<file path="config.mk">
export PLATFORM = sky130hd
export DESIGN_NAME = vtst_ctrl
export DESIGN_NICKNAME = d
export VERILOG_FILES = /design/src/rtl/vtst_pkg.sv /design/src/rtl/vtst_ctrl.sv
export SDC_FILE = /design/constraint.sdc
export NUM_CORES = 1
export LEC_CHECK = 0
export BUFFER_PORTS_ARGS = -buffer_cell sky130_fd_sc_hd__clkbuf_2
export CAP_MARGIN = 20
export CORE_MARGIN = 3
export CORE_UTILIZATION = 51
export DETAILED_ROUTE_END_ITERATION = 16
export PLACE_DENSITY = 0.78
export REMOVE_ABC_BUFFERS = 1
export SLEW_MARGIN = 20
export SYNTH_ARGS = -nofsm -noshare
export SYNTH_HDL_FRONTEND = slang
export SYNTH_SLANG_ARGS = --single-unit
</file>
<file path="constraint.sdc">
create_clock -name clk -period 2 [get_ports clk]
set_clock_uncertainty 0.15 [all_clocks]
set_input_delay 0.1 -clock clk [delete_from_list [all_inputs] [get_ports clk]]
set_output_delay 0.1 -clock clk [all_outputs]
set_load 0.02 [all_outputs]
</file>
<file path="src/rtl/vtst_pkg.sv">
// vehicle theft state tracker: shared types, codes and fixed-point constants
// no dependencies; used by every module of the block
`default_nettype none

package vtst_pkg;

  // datapath word for sine, cosine and multiplier operands (q30 with headroom)
  typedef logic signed [33:0] word_t;

  // operation codes of an input word
  localparam logic [2:0] OP_UPDATE   = 3'd0;
  localparam logic [2:0] OP_LOCK_ON  = 3'd1;
  localparam logic [2:0] OP_LOCK_OFF = 3'd2;
  localparam logic [2:0] OP_THEFT    = 3'd3;
  localparam logic [2:0] OP_CLEAR    = 3'd4;

  // configuration register indexes
  localparam logic [2:0] REG_GEOFENCE_ON  = 3'd0;
  localparam logic [2:0] REG_CENTER_LAT   = 3'd1;
  localparam logic [2:0] REG_CENTER_LNG   = 3'd2;
  localparam logic [2:0] REG_RADIUS       = 3'd3;
  localparam logic [2:0] REG_MOTION_THR   = 3'd4;
  localparam logic [2:0] REG_SUSP_TIMEOUT = 3'd5;

  // register reset values
  localparam logic [24:0] RADIUS_RST  = 25'd1000;
  localparam logic [15:0] THR_RST     = 16'd100;
  localparam logic [31:0] TIMEOUT_RST = 32'd60000;

  // fixed-point constants
  localparam word_t GAIN_Q30 = 34'sd652032874;
  localparam word_t FULL_K   = 34'sd5124095576;
  localparam word_t HALF_K   = 34'sd2562047788;
  localparam word_t RAD_K    = 34'sd3515785;
  localparam word_t QUARTER  = 34'sd1073741824;

  typedef enum logic [2:0] {
    MD_NORMAL, MD_SUSPICIOUS, MD_STOLEN, MD_LOCKDOWN, MD_RECOVERED
  } mode_t;

  // multiplier operand pairs
  typedef enum logic [3:0] {
    MS_NONE, MS_DLAT, MS_DLNG, MS_CLAT, MS_LAT, MS_RAD,
    MS_SDL2, MS_C1C2, MS_SDG2, MS_P2P3, MS_ST2
  } mul_sel_t;

  // captures of multiplier results
  typedef enum logic [2:0] {
    CP_NONE, CP_P1, CP_P2, CP_HAV, CP_CMP
  } cap_sel_t;

  // which angle the cordic is working on
  typedef enum logic [2:0] {
    CD_SDL, CD_SDG, CD_C1, CD_C2, CD_ST
  } crd_dst_t;

  typedef struct packed {
    logic     load;
    logic     clear_fence;
    mul_sel_t mul_sel;
    logic     crd_start;
    logic     crd_cap;
    crd_dst_t crd_dst;
    cap_sel_t cap_sel;
    logic     commit;
  } cmd_t;

  typedef struct packed {
    logic need_fence;
    logic hr_big;
    logic crd_done;
  } sts_t;

  // cordic arctangent table, binary angles with 2^32 per turn
  function automatic word_t atan_q(input logic [4:0] i);
    word_t v;
    case (i)
      5'd0:  v = 34'sh020000000;
      5'd1:  v = 34'sh012E4051E;
      5'd2:  v = 34'sh009FB385B;
      5'd3:  v = 34'sh0051111D4;
      5'd4:  v = 34'sh0028B0D43;
      5'd5:  v = 34'sh00145D7E1;
      5'd6:  v = 34'sh000A2F61E;
      5'd7:  v = 34'sh000517C55;
      5'd8:  v = 34'sh00028BE53;
      5'd9:  v = 34'sh000145F2F;
      5'd10: v = 34'sh0000A2F98;
      5'd11: v = 34'sh0000517CC;
      5'd12: v = 34'sh000028BE6;
      5'd13: v = 34'sh0000145F3;
      5'd14: v = 34'sh00000A2FA;
      5'd15: v = 34'sh00000517D;
      5'd16: v = 34'sh0000028BE;
      5'd17: v = 34'sh00000145F;
      5'd18: v = 34'sh000000A30;
      5'd19: v = 34'sh000000518;
      5'd20: v = 34'sh00000028C;
      5'd21: v = 34'sh000000146;
      5'd22: v = 34'sh0000000A3;
      5'd23: v = 34'sh000000051;
      5'd24: v = 34'sh000000029;
      5'd25: v = 34'sh000000014;
      5'd26: v = 34'sh00000000A;
      5'd27: v = 34'sh000000005;
      5'd28: v = 34'sh000000003;
      5'd29: v = 34'sh000000001;
      5'd30: v = 34'sh000000001;
      default: v = 34'sh000000000;
    endcase
    return v;
  endfunction

endpackage

`default_nettype wire

</file>
<file path="src/rtl/vtst_ctrl.sv">
// controller: handshakes and sequencing of the geofence computation
// depends on vtst_pkg
`default_nettype none

module vtst_ctrl (
  input  wire logic                clk,
  input  wire logic                rst_n,
  input  wire logic                in_valid,
  output logic                     in_ready,
  output logic                     out_valid,
  input  wire logic                out_ready,
  input  wire vtst_pkg::sts_t      sts,
  output vtst_pkg::cmd_t           cmd
);

  typedef enum logic [2:0] {
    ST_IDLE, ST_CHECK, ST_MUL, ST_START, ST_WAIT, ST_PROD, ST_FINISH
  } state_t;

  localparam logic [2:0] PSTEP_LAST = 3'd5;

  state_t             state_r;
  vtst_pkg::crd_dst_t ang_r, ang_nxt;
  logic [2:0]         pstep_r;
  logic               out_valid_r;
  vtst_pkg::mul_sel_t ang_mul;

  // per-angle operand pair and the angle after it
  always_comb begin
    case (ang_r)
      vtst_pkg::CD_SDL: begin ang_mul = vtst_pkg::MS_DLAT; ang_nxt = vtst_pkg::CD_SDG; end
      vtst_pkg::CD_SDG: begin ang_mul = vtst_pkg::MS_DLNG; ang_nxt = vtst_pkg::CD_C1;  end
      vtst_pkg::CD_C1:  begin ang_mul = vtst_pkg::MS_CLAT; ang_nxt = vtst_pkg::CD_C2;  end
      vtst_pkg::CD_C2:  begin ang_mul = vtst_pkg::MS_LAT;  ang_nxt = vtst_pkg::CD_ST;  end
      vtst_pkg::CD_ST:  begin ang_mul = vtst_pkg::MS_RAD;  ang_nxt = vtst_pkg::CD_SDL; end
      default:          begin ang_mul = vtst_pkg::MS_NONE; ang_nxt = vtst_pkg::CD_SDL; end
    endcase
  end

  // command decode
  always_comb begin
    cmd         = '0;
    cmd.crd_dst = ang_r;
    case (state_r)
      ST_IDLE:  cmd.load = in_valid;
      ST_CHECK: cmd.clear_fence = 1'b1;
      ST_MUL:   cmd.mul_sel = ang_mul;
      ST_START: cmd.crd_start = !(ang_r == vtst_pkg::CD_ST && sts.hr_big);
      ST_WAIT:  cmd.crd_cap = sts.crd_done;
      ST_PROD: begin
        case (pstep_r)
          3'd0: cmd.mul_sel = vtst_pkg::MS_SDL2;
          3'd1: begin cmd.cap_sel = vtst_pkg::CP_P1;  cmd.mul_sel = vtst_pkg::MS_C1C2; end
          3'd2: begin cmd.cap_sel = vtst_pkg::CP_P2;  cmd.mul_sel = vtst_pkg::MS_SDG2; end
          3'd3: cmd.mul_sel = vtst_pkg::MS_P2P3;
          3'd4: begin cmd.cap_sel = vtst_pkg::CP_HAV; cmd.mul_sel = vtst_pkg::MS_ST2;  end
          default: cmd.cap_sel = vtst_pkg::CP_CMP;
        endcase
      end
      ST_FINISH: cmd.commit = !out_valid_r || out_ready;
      default: ;
    endcase
  end

  // sequencer and output valid
  always_ff @(posedge clk) begin
    if (!rst_n) begin
      state_r     <= ST_IDLE;
      ang_r       <= vtst_pkg::CD_SDL;
      pstep_r     <= '0;
      out_valid_r <= 1'b0;
    end else begin
      // result word: set on commit, cleared once taken
      if (cmd.commit) out_valid_r <= 1'b1;
      else if (out_ready) out_valid_r <= 1'b0;
      case (state_r)
        ST_IDLE: if (in_valid) state_r <= ST_CHECK;
        ST_CHECK: begin
          ang_r   <= vtst_pkg::CD_SDL;
          state_r <= sts.need_fence ? ST_MUL : ST_FINISH;
        end
        ST_MUL: state_r <= ST_START;
        ST_START: begin
          if (ang_r == vtst_pkg::CD_ST && sts.hr_big) state_r <= ST_FINISH;
          else state_r <= ST_WAIT;
        end
        ST_WAIT: begin
          if (sts.crd_done) begin
            if (ang_r == vtst_pkg::CD_ST) begin
              pstep_r <= '0;
              state_r <= ST_PROD;
            end else begin
              ang_r   <= ang_nxt;
              state_r <= ST_MUL;
            end
          end
        end
        ST_PROD: begin
          if (pstep_r == PSTEP_LAST) state_r <= ST_FINISH;
          else pstep_r <= pstep_r + 3'd1;
        end
        ST_FINISH: begin
          if (cmd.commit) state_r <= ST_IDLE;
        end
        default: state_r <= ST_IDLE;
      endcase
    end
  end

  assign in_ready  = state_r == ST_IDLE;
  assign out_valid = out_valid_r;

  // one word in flight at a time
  a_one_word: assert property (@(posedge clk) disable iff (!rst_n)
    (in_valid && in_ready) |=> !in_ready)
    else $error("input accepted while a word is in flight");

  // a result never overwrites one that is still waiting
  a_no_overwrite: assert property (@(posedge clk) disable iff (!rst_n)
    cmd.commit |-> (!out_valid_r || out_ready))
    else $error("result register overwritten");

  // every commit presents a result
  a_commit_valid: assert property (@(posedge clk) disable iff (!rst_n)
    cmd.commit |=> out_valid_r)
    else $error("commit without result");

  // the cordic is only started when it is waited on next
  a_cordic_wait: assert property (@(posedge clk) disable iff (!rst_n)
    cmd.crd_start |=> state_r == ST_WAIT)
    else $error("cordic started outside the angle sequence");

endmodule

`default_nettype wire

</file>
; Word level (Yosys, flattened, before mapping)
; Index checks and enable logic that the tools add are counted.
[word_totals]
output_inout_bits = 17
register_bits = 10
wordCells = 69
in_bits = 7
[classes]
eq_ne = 22
reduce_logical = 14
addsub = 1
muxes = 28
[ops]
columns = op, n
row1 = $mux W3, 12
row2 = $pmux W3 S4, 2
row3 = $pmux W3 S7, 1
row4 = $pmux W4 S5, 1
row5 = $eq A3 B2 Y1 const B, 6
row6 = $eq A3 B3 Y1 const B, 6
row7 = $pmux W3 S5, 1
row8 = $ne A2 B2 Y1 const B, 7
row9 = $pmux W3 S2, 2
row10 = $eq A3 B1 Y1 const B, 3
row11 = $logic_not A3 Y1, 3
row12 = $pmux W4 S2, 1
row13 = $reduce_and A4 Y1, 2
row14 = $mux W1, 7
row15 = $reduce_bool A2 Y1, 3
row16 = $add A3 B1 Y3 const B, 1
row17 = $reduce_and A3 Y1, 1
row18 = $logic_not A1 Y1, 2
row19 = $mux W2, 1
row20 = $reduce_or A2 Y1, 1
row21 = $logic_and A1 B1 Y1, 1
row22 = $logic_or A1 B1 Y1, 1

; Longest topological paths before layout
; Gate-level depths: netlist (run 1).
[depth]
ltp_word = 5
ltp_mapped = 5
mapped_depth_nobuf = 5

; Worst setup path after synthesis (run 1)
; No wires, ideal clock.
[synth_path]
path_type = register to output
from = reg state_r[2]
to = out cmd[3] (netlist bit)
setup_slack_ns = 0.214
t_arrival_ns = 1.536
stages_incl_launch_ff = 5
n_path_buf = 1
t_required_ns = 1.750
cell_sequence = dfxtp_1 -> nand2b_1 -> or2_1 -> clkbuf_1 -> nor4_1
[synth_rtl]
columns = item, line
row1 = "start, declared", vtst_ctrl.sv:22  ; state_t state_r;
row2 = "start signal, assigned", vtst_ctrl.sv:80  ; state_r <= sts.need_fence ? ST_MUL : ST_FINISH;
row3 = "end, declared", vtst_ctrl.sv:13  ; output vtst_pkg::cmd_t cmd

==> metrics, run 1 <==
final worst setup slack=0.0830 ns; vias=941; Routed WL=2.20 mm; Seq cells post-synth=10; Top Family by Delay on Critical Path=simple AND/OR/NAND/NOR gates; Setup Viol. Count Final=0; type of the worst setup path=flop to output pin; routed length per instance=13.8 um; final RePlAce weighted congestion=0.799; Peak Freq=522 MHz; sw frac=0.315; worst-case clock buffer depth=2; ANT cells=0; Post-synth top flop=dfxtp_1; status=completed; count of input and output buffers=23; Area growth syn-to-layout=19.9%; Worst setup SP type=flop; largest net degree at the start of global routing=18; actual slew at the worst max-slew pin=0.350 ns; core area=1590 um^2; MaxCap Viol Count=0; fin crit share=0.958; Net count, final=149; Hold Worst Slack=0.0542 ns; pwr dens=525 nW/um^2; Vias/cell=5.88; layout cells sized above 1=0.301; register area=205 um^2; Pint=0.000391 W; CP cell instances=or3b_4, or3_1, o21ai_1, buf_2; # fillers=135; endpoint type of the worst setup path=output pin; HPWL after DPL=1.64 mm; gr ovfl total=0; pre-CTS WS=0.331 ns; Clock Latency Late Sink=0.27 ns; TritonCTS Buffers=3; Rel. slew slack=0.766; Layout Utilization=0.682; die area=2320 um^2; CP arrival=1.67 ns; Hold Path Class=input pin to flop; CTS tree=done; gr usage total=0.215; 1st-iter DRT viols=26; RSZ-0062 raised after global routing=false; placed inst area=1040 um^2; YS warnings=0; Post-synth ARST share=0; width of the die=48.2 um; Clock Pin Slew Worst Setup and Hold Paths=0.06 ns; vias in the first global route=812; Final Slew Violations=0; number of distinct library cells after synthesis=47; Synth Instances=114; DRC Markers=0; post-layout min period=1.92 ns; # rows=14; CP bufs+invs=1; Die Y=48.2 um; NetSw=0.000180 W; Crit path largest cell delay=0.43 ns; num ports=24; root buf cell=clkbuf_4; Final ANT Viol Nets=0; leakage=0.447 nW; CP max stage cell=or3b_4; antenna violations before repair=0; total negative slack=0 ns; clock share of power=0.324; sequential share of the synthesized area=0.221; Logic pwr share=0.293; part of the power in registers=0.383; mapped cell area=907 um^2; first-pass GRT wire length=3.55 mm; multi-input logic area=648 um^2; clock sink count=10; mean post-synth cell area=7.96 um^2; Starting Density=0.569; H-tree levels=1; # Post-CTS Setup Buffers=0; post-route cell area=1090 um^2; Post-synth EDFFs=0; worst path required time=1.75 ns; Final Hold Viols=0; Crit Path Max Fanout=6; TritonRoute pass-1 iters=4; VDD IR max=0.529 mV
## metal layers
metal	wire, um	global-route usage	share of wire
met5	0	0	0
met4	23	0.0430	0.010
met3	183	0.0664	0.083
met2	1100	0.359	0.50
met1	900	0.272	0.41
## cell usage after synthesis (3+ instances only)
| master | n | share of area |
|---|---|---|
| or3_1 | 3 | 0.021 |
| nand2b_1 | 4 | 0.028 |
| nor3_1 | 4 | 0.022 |
| nand3b_1 | 5 | 0.041 |
| a21o_1 | 3 | 0.025 |
| clkbuf_1 | 3 | 0.012 |
| nand2_1 | 12 | 0.050 |
| nor2_1 | 3 | 0.012 |
| nand3_1 | 3 | 0.017 |
| a21oi_1 | 6 | 0.033 |
| ha_1 | 5 | 0.069 |
| inv_1 | 6 | 0.025 |
| dfxtp_1 | 10 | 0.22 |
| buf_2 | 5 | 0.028 |
| mux2i_1 | 3 | 0.033 |
## final timing paths
path,endpoint,startpoint,cells after the start,slack [ns]
max,cmd[10],state_r[2],4,0.08
min,out_valid,out_ready,3,0.05
max reg2reg,pstep_r[2],pstep_r[2],4,0.42
min reg2reg,pstep_r[0],pstep_r[0],2,0.34
## cells by family (layout without fill, tap and decap cells)
group / Yosys count / in the layout / share of synthesized area
fa+ha+maj: 5 / 5 / 0.0690
flops: 10 / 10 / 0.221
compound gates: 28 / 28 / 0.246
mux: 3 / 3 / 0.0331
simple gates: 52 / 52 / 0.352
xor+xnor: 1 / 1 / 0.00966
buf+inv: 15 / 37 / 0.0703
## worst min-delay path: cells and delay by family
kind	cells	cell delay (ns)
compound gates	1	0.18
buf+inv	1	0.08
simple gates	1	0.06
## power groups by stage
stage / combinational [W] / sequential [W] / clock, W
final: 0.000167 / 0.000219 / 0.000185
after global routing: 0.000181 / 0.000220 / 0.000202
after CTS: 0.000164 / 0.000217 / 0.000190
after detailed placement: 0.000162 / 0.000221 / 0
after global placement: 0.000160 / 0.000222 / 0
after floorplan: 0.0000881 / 0.000234 / 0
## registers in the layout (all words and copies together) (netlist names)
| signal | flops |
|---|---|
| pstep_r | 3 |
| state_r | 3 |
| out_valid | 1 |
| ang_r | 3 |
## through the flow
stage | power, W | instances
after floorplan | 0.000322 | 105
after global placement | 0.000381 | 156
after detailed placement | 0.000384 | 156
after CTS | 0.000572 | 160
after global routing | 0.000603 | 160
final | 0.000571 | 160
## area by class of cell
type                            count  area share
Multi-Input combinational cell     89       0.596
Sequential cell                    10       0.189
Timing Repair Buffer               27       0.133
Clock buffer                        4      0.0334
Tap cell                           24      0.0276
Inverter                            6      0.0207
## timing repair
| item | 4_1_cts | 5_1_grt |
|---|---|---|
| hold buffers | 0 | 0 |
| endpoints found under the setup margin | 0 | 3 |
| resized for setup | 0 | 8 |
## cells in the final DEF (no fill, tap or decap), types with 4 or more instances in the layout
cell type,n
nor3_1,4
inv_1,6
dfxtp_2,4
dfxtp_1,6
a21oi_1,6
nand2_1,12
buf_4,4
clkbuf_2,21
nand2b_1,4
ha_1,4
nand3b_1,5
No activity file was read; power rests on OpenSTA's default activity.
==> run 2: changes to the inputs <==
- CORE_MARGIN: 3 -> default
==> run 2 against run 1 <==
  * Sequential power about the same
  * First-iteration DRC count decreased by 23%
  * Non-clock buffer count increased by 1
  * Die area decreased by 16%
  * Worst setup slack got worse by 0.027 ns
  * Clock power about the same
  * Sequential cell count unchanged
  * Maximum frequency decreased by 1.4%
  * Count of clock-buffer cells in the layout unchanged
==> metrics, run 2 (same netlist as run 1, synthesis figures left out) <==
Crit path largest cell delay=0.40 ns; root buf cell=clkbuf_4; vias=919; Clock Pin Slew Worst Setup and Hold Paths=0.07 ns; post-layout min period=1.94 ns; Starting Density=0.575; gr ovfl total=0; Non-Filler Instances=153; HPWL after DPL=1.60 mm; CP bufs+invs=1; sw frac=0.313; clock sink count=10; CTS tree=done; Largest regs=ang_r x3, pstep_r x3, state_r x3; # placed instances=149; width of the die=44.2 um; antenna violations before repair=0; type of the worst setup path=flop to output pin; Clock Latency Late Sink=0.27 ns; CP max stage cell=or3b_1; # rows=14; ANT cells=0; first-pass GRT wire length=3.48 mm; Peak Freq=514 MHz; r2r startpoint=pstep_r[1]; clock share of power=0.330; vias in the first global route=837; core area=1580 um^2; hold_buf cts=0; Net count, final=150; Worst setup SP type=flop; worst hold start=out_ready; routed length per instance=13.8 um; leakage=0.455 nW; Crit Path Max Fanout=5; Vias/cell=6.01; Rel. slew slack=0.755; status=completed; TritonRoute pass-1 iters=6; Critical Path Source=state_r[1]; Final Slew Violations=0; Final Hold Viols=0; CP arrival=1.69 ns; most frequent cells in the layout=21 x clkbuf_2, 12 x nand2_1, 6 x inv_1, 6 x a21oi_1, 6 x dfxtp_1; Setup Viol. Count Final=0; gr usage total=0.235; actual slew at the worst max-slew pin=0.367 ns; worst path required time=1.75 ns; Die Y=44.2 um; NetSw=0.000178 W; part of the power in registers=0.381; final RePlAce weighted congestion=0.811; total negative slack=0 ns; MaxCap Viol Count=0; Final ANT Viol Nets=0; Routed WL=2.11 mm; pwr dens=524 nW/um^2; fin crit share=0.972; largest net degree at the start of global routing=18; Logic pwr share=0.289; H-tree levels=1; count of input and output buffers=23; most common cell after layout, fill and taps aside=clkbuf_2; DRC Markers=0; Layout Utilization=0.688; layout cells sized above 1=0.307; num ports=24; worst-case clock buffer depth=2; Area growth syn-to-layout=19.6%; VDD IR max=0.557 mV; endpoint type of the worst setup path=output pin; 1st-iter DRT viols=20; Pint=0.000390 W; CP cell instances=or3b_1, or3_1, o21ai_1, clkbuf_2; Top Family by Delay on Critical Path=simple AND/OR/NAND/NOR gates; Hold Path Class=input pin to flop; TritonCTS Buffers=3; die area=1950 um^2; CTS resizes=0; # Post-CTS Setup Buffers=0
## run 2: cell type report
class | count | area, um^2
repair buffers | 28 | 153
inverters | 6 | 22.5
well taps | 16 | 20.0
clock buffers | 4 | 36.3
fillers | 133 | 492
flip-flops and latches | 10 | 205
multi-input cells | 89 | 648
## run 2: power groups by stage
| stage | sequential [W] | clock [W] | combinational, W |
|---|---|---|---|
| global route | 0.000219 | 0.000206 | 0.000180 |
| floorplan | 0.000234 | 0 | 0.0000881 |
| CTS | 0.000216 | 0.000193 | 0.000164 |
| finish | 0.000217 | 0.000188 | 0.000164 |
| global placement | 0.000220 | 0 | 0.000162 |
| detailed placement | 0.000221 | 0 | 0.000163 |
## run 2: layer usage
metal	track usage	routed length (um)	share of wire
met4	0.0364	0	0
met2	0.388	1020	0.48
met1	0.305	1000	0.48
met5	0	0	0
met3	0.0735	90	0.043
## run 2: final timing paths
check             slack, ns  cells past startpoint         end
setup reg to reg       0.45                      4  pstep_r[2]
hold reg to reg        0.35                      2  pstep_r[0]
setup / recovery       0.06                      4     cmd[10]
hold / removal         0.06                      3   out_valid
## run 2: through the flow
stage	power [W]	setup slack (ns)	hold slack [ns]	cell area [um^2]
CTS	0.000573	0.0147	0.0475	1070
global route	0.000605	-0.0255	0.0631	1080
floorplan	0.000322	0.0997	0.0675	866
global placement	0.000382	0.370	0.326	1040
finish	0.000569	0.0559	0.0591	1080
detailed placement	0.000383	0.323	0.337	1040
## run 2: tightest hold or removal path: stages
cell and delay (ns):
clkbuf_2 0.08, nor2b_1 0.06, o21a_1 0.18
==> run 3: changes to the inputs <==
==> constraint.sdc (replaced) <==
create_clock -name clk -period 2 [get_ports clk]
set_clock_uncertainty 0.15 [all_clocks]
set_input_delay 0.1 -clock clk [delete_from_list [all_inputs] [get_ports clk]]
set_output_delay 0.1 -clock clk [all_outputs]
set_load 0.005 [all_outputs]
==> run 3 against run 2 <==
  * Wire length decreased by 1.6%
  * Combinational power decreased by 15%
  * Utilization decreased by 0.71 points
  * Die area unchanged
  * The run now ends with design-rule violations left
  * Clock power about the same
  * Global-route usage decreased by 0.53 points
  * Register-to-register slack got worse by 0.04 ns
  * Critical endpoint unchanged
  * Sequential cell count unchanged
  * First-iteration DRC count increased by 60%
  * Via count increased by 0.33%
==> metrics, run 3 (same netlist as run 1, synthesis figures left out) <==
status=finished with violations; violated checks=design-rule violations; reg2reg end=pstep_r[2]; first-pass GRT wire length=3.43 mm; Critical Path Source=state_r[2]; 1st-iter DRT viols=32; Final Slew Violations=0; antenna violations before repair=0; most frequent cells in the layout=23 x clkbuf_2, 12 x nand2_1, 7 x dfxtp_1, 6 x inv_1, 6 x a21oi_1; total negative slack=0 ns; type of the worst setup path=flop to output pin; most common cell after layout, fill and taps aside=clkbuf_2; hold_buf cts=0; count of input and output buffers=23; Register-to-Register Path Depth=4; TritonCTS Buffers=3; Final Hold Viols=0; post-layout min period=1.88 ns; MaxCap Viol Count=0; VDD IR max=0.462 mV; Setup Viol. Count Final=0; RSZ-0062 raised after global routing=false; Vias/cell=6.07; CTS tree=done; # fillers=128; H-tree levels=1; leakage=0.445 nW; core area=1580 um^2; Peak Freq=531 MHz; Routed WL=2.08 mm; ANT cells=0; vias=922; pre-CTS WS=0.379 ns; endpoint type of the worst setup path=output pin; largest net degree at the start of global routing=18; die area=1950 um^2; Area growth syn-to-layout=18.3%; gr ovfl total=0; layout cells sized above 1=0.287; Crit Path Max Fanout=11; Rel. slew slack=0.748; CP cell instances=or3b_1, or3_1, o21ai_1, clkbuf_2; root buf cell=clkbuf_4; actual slew at the worst max-slew pin=0.378 ns; Clock Pin Slew Worst Setup and Hold Paths=0.07 ns; Largest regs=ang_r x3, pstep_r x3, state_r x3; Clock Latency Late Sink=0.27 ns; Hold Crit Endpoint=out_valid; Worst R2R Setup Slack=0.41 ns; clock sink count=10; DRC Markers=1; r2r startpoint=pstep_r[0]; Final ANT Viol Nets=0; worst path required time=1.75 ns; vias in the first global route=794; worst-case clock buffer depth=2; number of cells on the worst hold path=3; HPWL after DPL=1.49 mm; Hold Path Class=input pin to flop; Worst setup SP type=flop; # rows=14; Crit path largest cell delay=0.43 ns; num ports=24; pwr dens=507 nW/um^2; Die Y=44.2 um; final worst setup slack=0.118 ns; fin crit share=0.941; gr usage total=0.229; TritonRoute pass-1 iters=12; CP max stage cell=or3b_1; final RePlAce weighted congestion=0.780; width of the die=44.2 um; worst hold start=out_ready; CP arrival=1.63 ns; Starting Density=0.575; routed length per instance=13.7 um; Net count, final=149
[run 3: layout make-up]
type / instances / area [um^2] / share of cell area
multi-input cells: 89 / 646 / 0.601
flip-flops and latches: 10 / 204 / 0.190
repair buffers: 27 / 145 / 0.135
clock buffers: 4 / 36.3 / 0.0338
inverters: 6 / 22.5 / 0.0210
well taps: 16 / 20.0 / 0.0186
[run 3: worst max-delay path, delay by kind of cell, from the launching register on]
| kind | cells | cell delay [ns] |
|---|---|---|
| AO/OA/AOI/OAI | 1 | 0.08 |
| flip-flops | 1 | 0.37 |
| buffers and inverters | 1 | 0.12 |
| AND/OR/NAND/NOR | 2 | 0.79 |
[run 3: per-layer routing]
| layer | track usage | wire (um) | part of all wire | vias up |
|---|---|---|---|---|
| li1 | - | - | - | 460 |
| met3 | 0.0653 | 109 | 0.052 | 2 |
| met4 | 0.0424 | 14 | 0.0067 | 0 |
| met5 | 0 | 0 | 0 | - |
| met2 | 0.356 | 964 | 0.46 | 29 |
| met1 | 0.319 | 988 | 0.48 | 431 |
[run 3: repair_timing]
action	in CTS	in global routing
resized for setup	0	4
endpoints found under the hold margin	0	0
setup endpoints to repair	0	3
buffers inserted	0	0
[run 3: report_power, final]
part | switching (W) | total (W) | leakage, nW | internal, W
registers | 0.0000111 | 0.000219 | 0.0826 | 0.000208
logic | 0.0000704 | 0.000140 | 0.342 | 0.0000697
clock network | 0.0000753 | 0.000186 | 0.0210 | 0.000111
total | 0.000157 | 0.000545 | 0.445 | 0.000388
[run 3: worst max-delay path by stage]
stage	end	slack (ns)	cells past startpoint
finish	cmd[10]	0.12	4
detailed placement	cmd[10]	0.38	4
CTS	cmd[10]	0.08	4
global placement	cmd[10]	0.40	4
floorplan	cmd[10]	0.42	3
global route	cmd[9]	0.005	6
[run 3: per-stage QoR]
| step | area (um^2) | instances | util | hold WS, ns | power (W) |
|---|---|---|---|---|---|
| floorplan | 866 | 105 | - | 0.0675 | 0.000301 |
| detailed placement | 1030 | 148 | 0.654 | 0.331 | 0.000360 |
| CTS | 1070 | 152 | 0.677 | 0.0443 | 0.000546 |
| finish | 1070 | 152 | 0.681 | 0.0534 | 0.000545 |
| global placement | 1030 | 148 | 0.654 | 0.324 | 0.000358 |
| global route | 1070 | 152 | 0.681 | 0.0605 | 0.000579 |
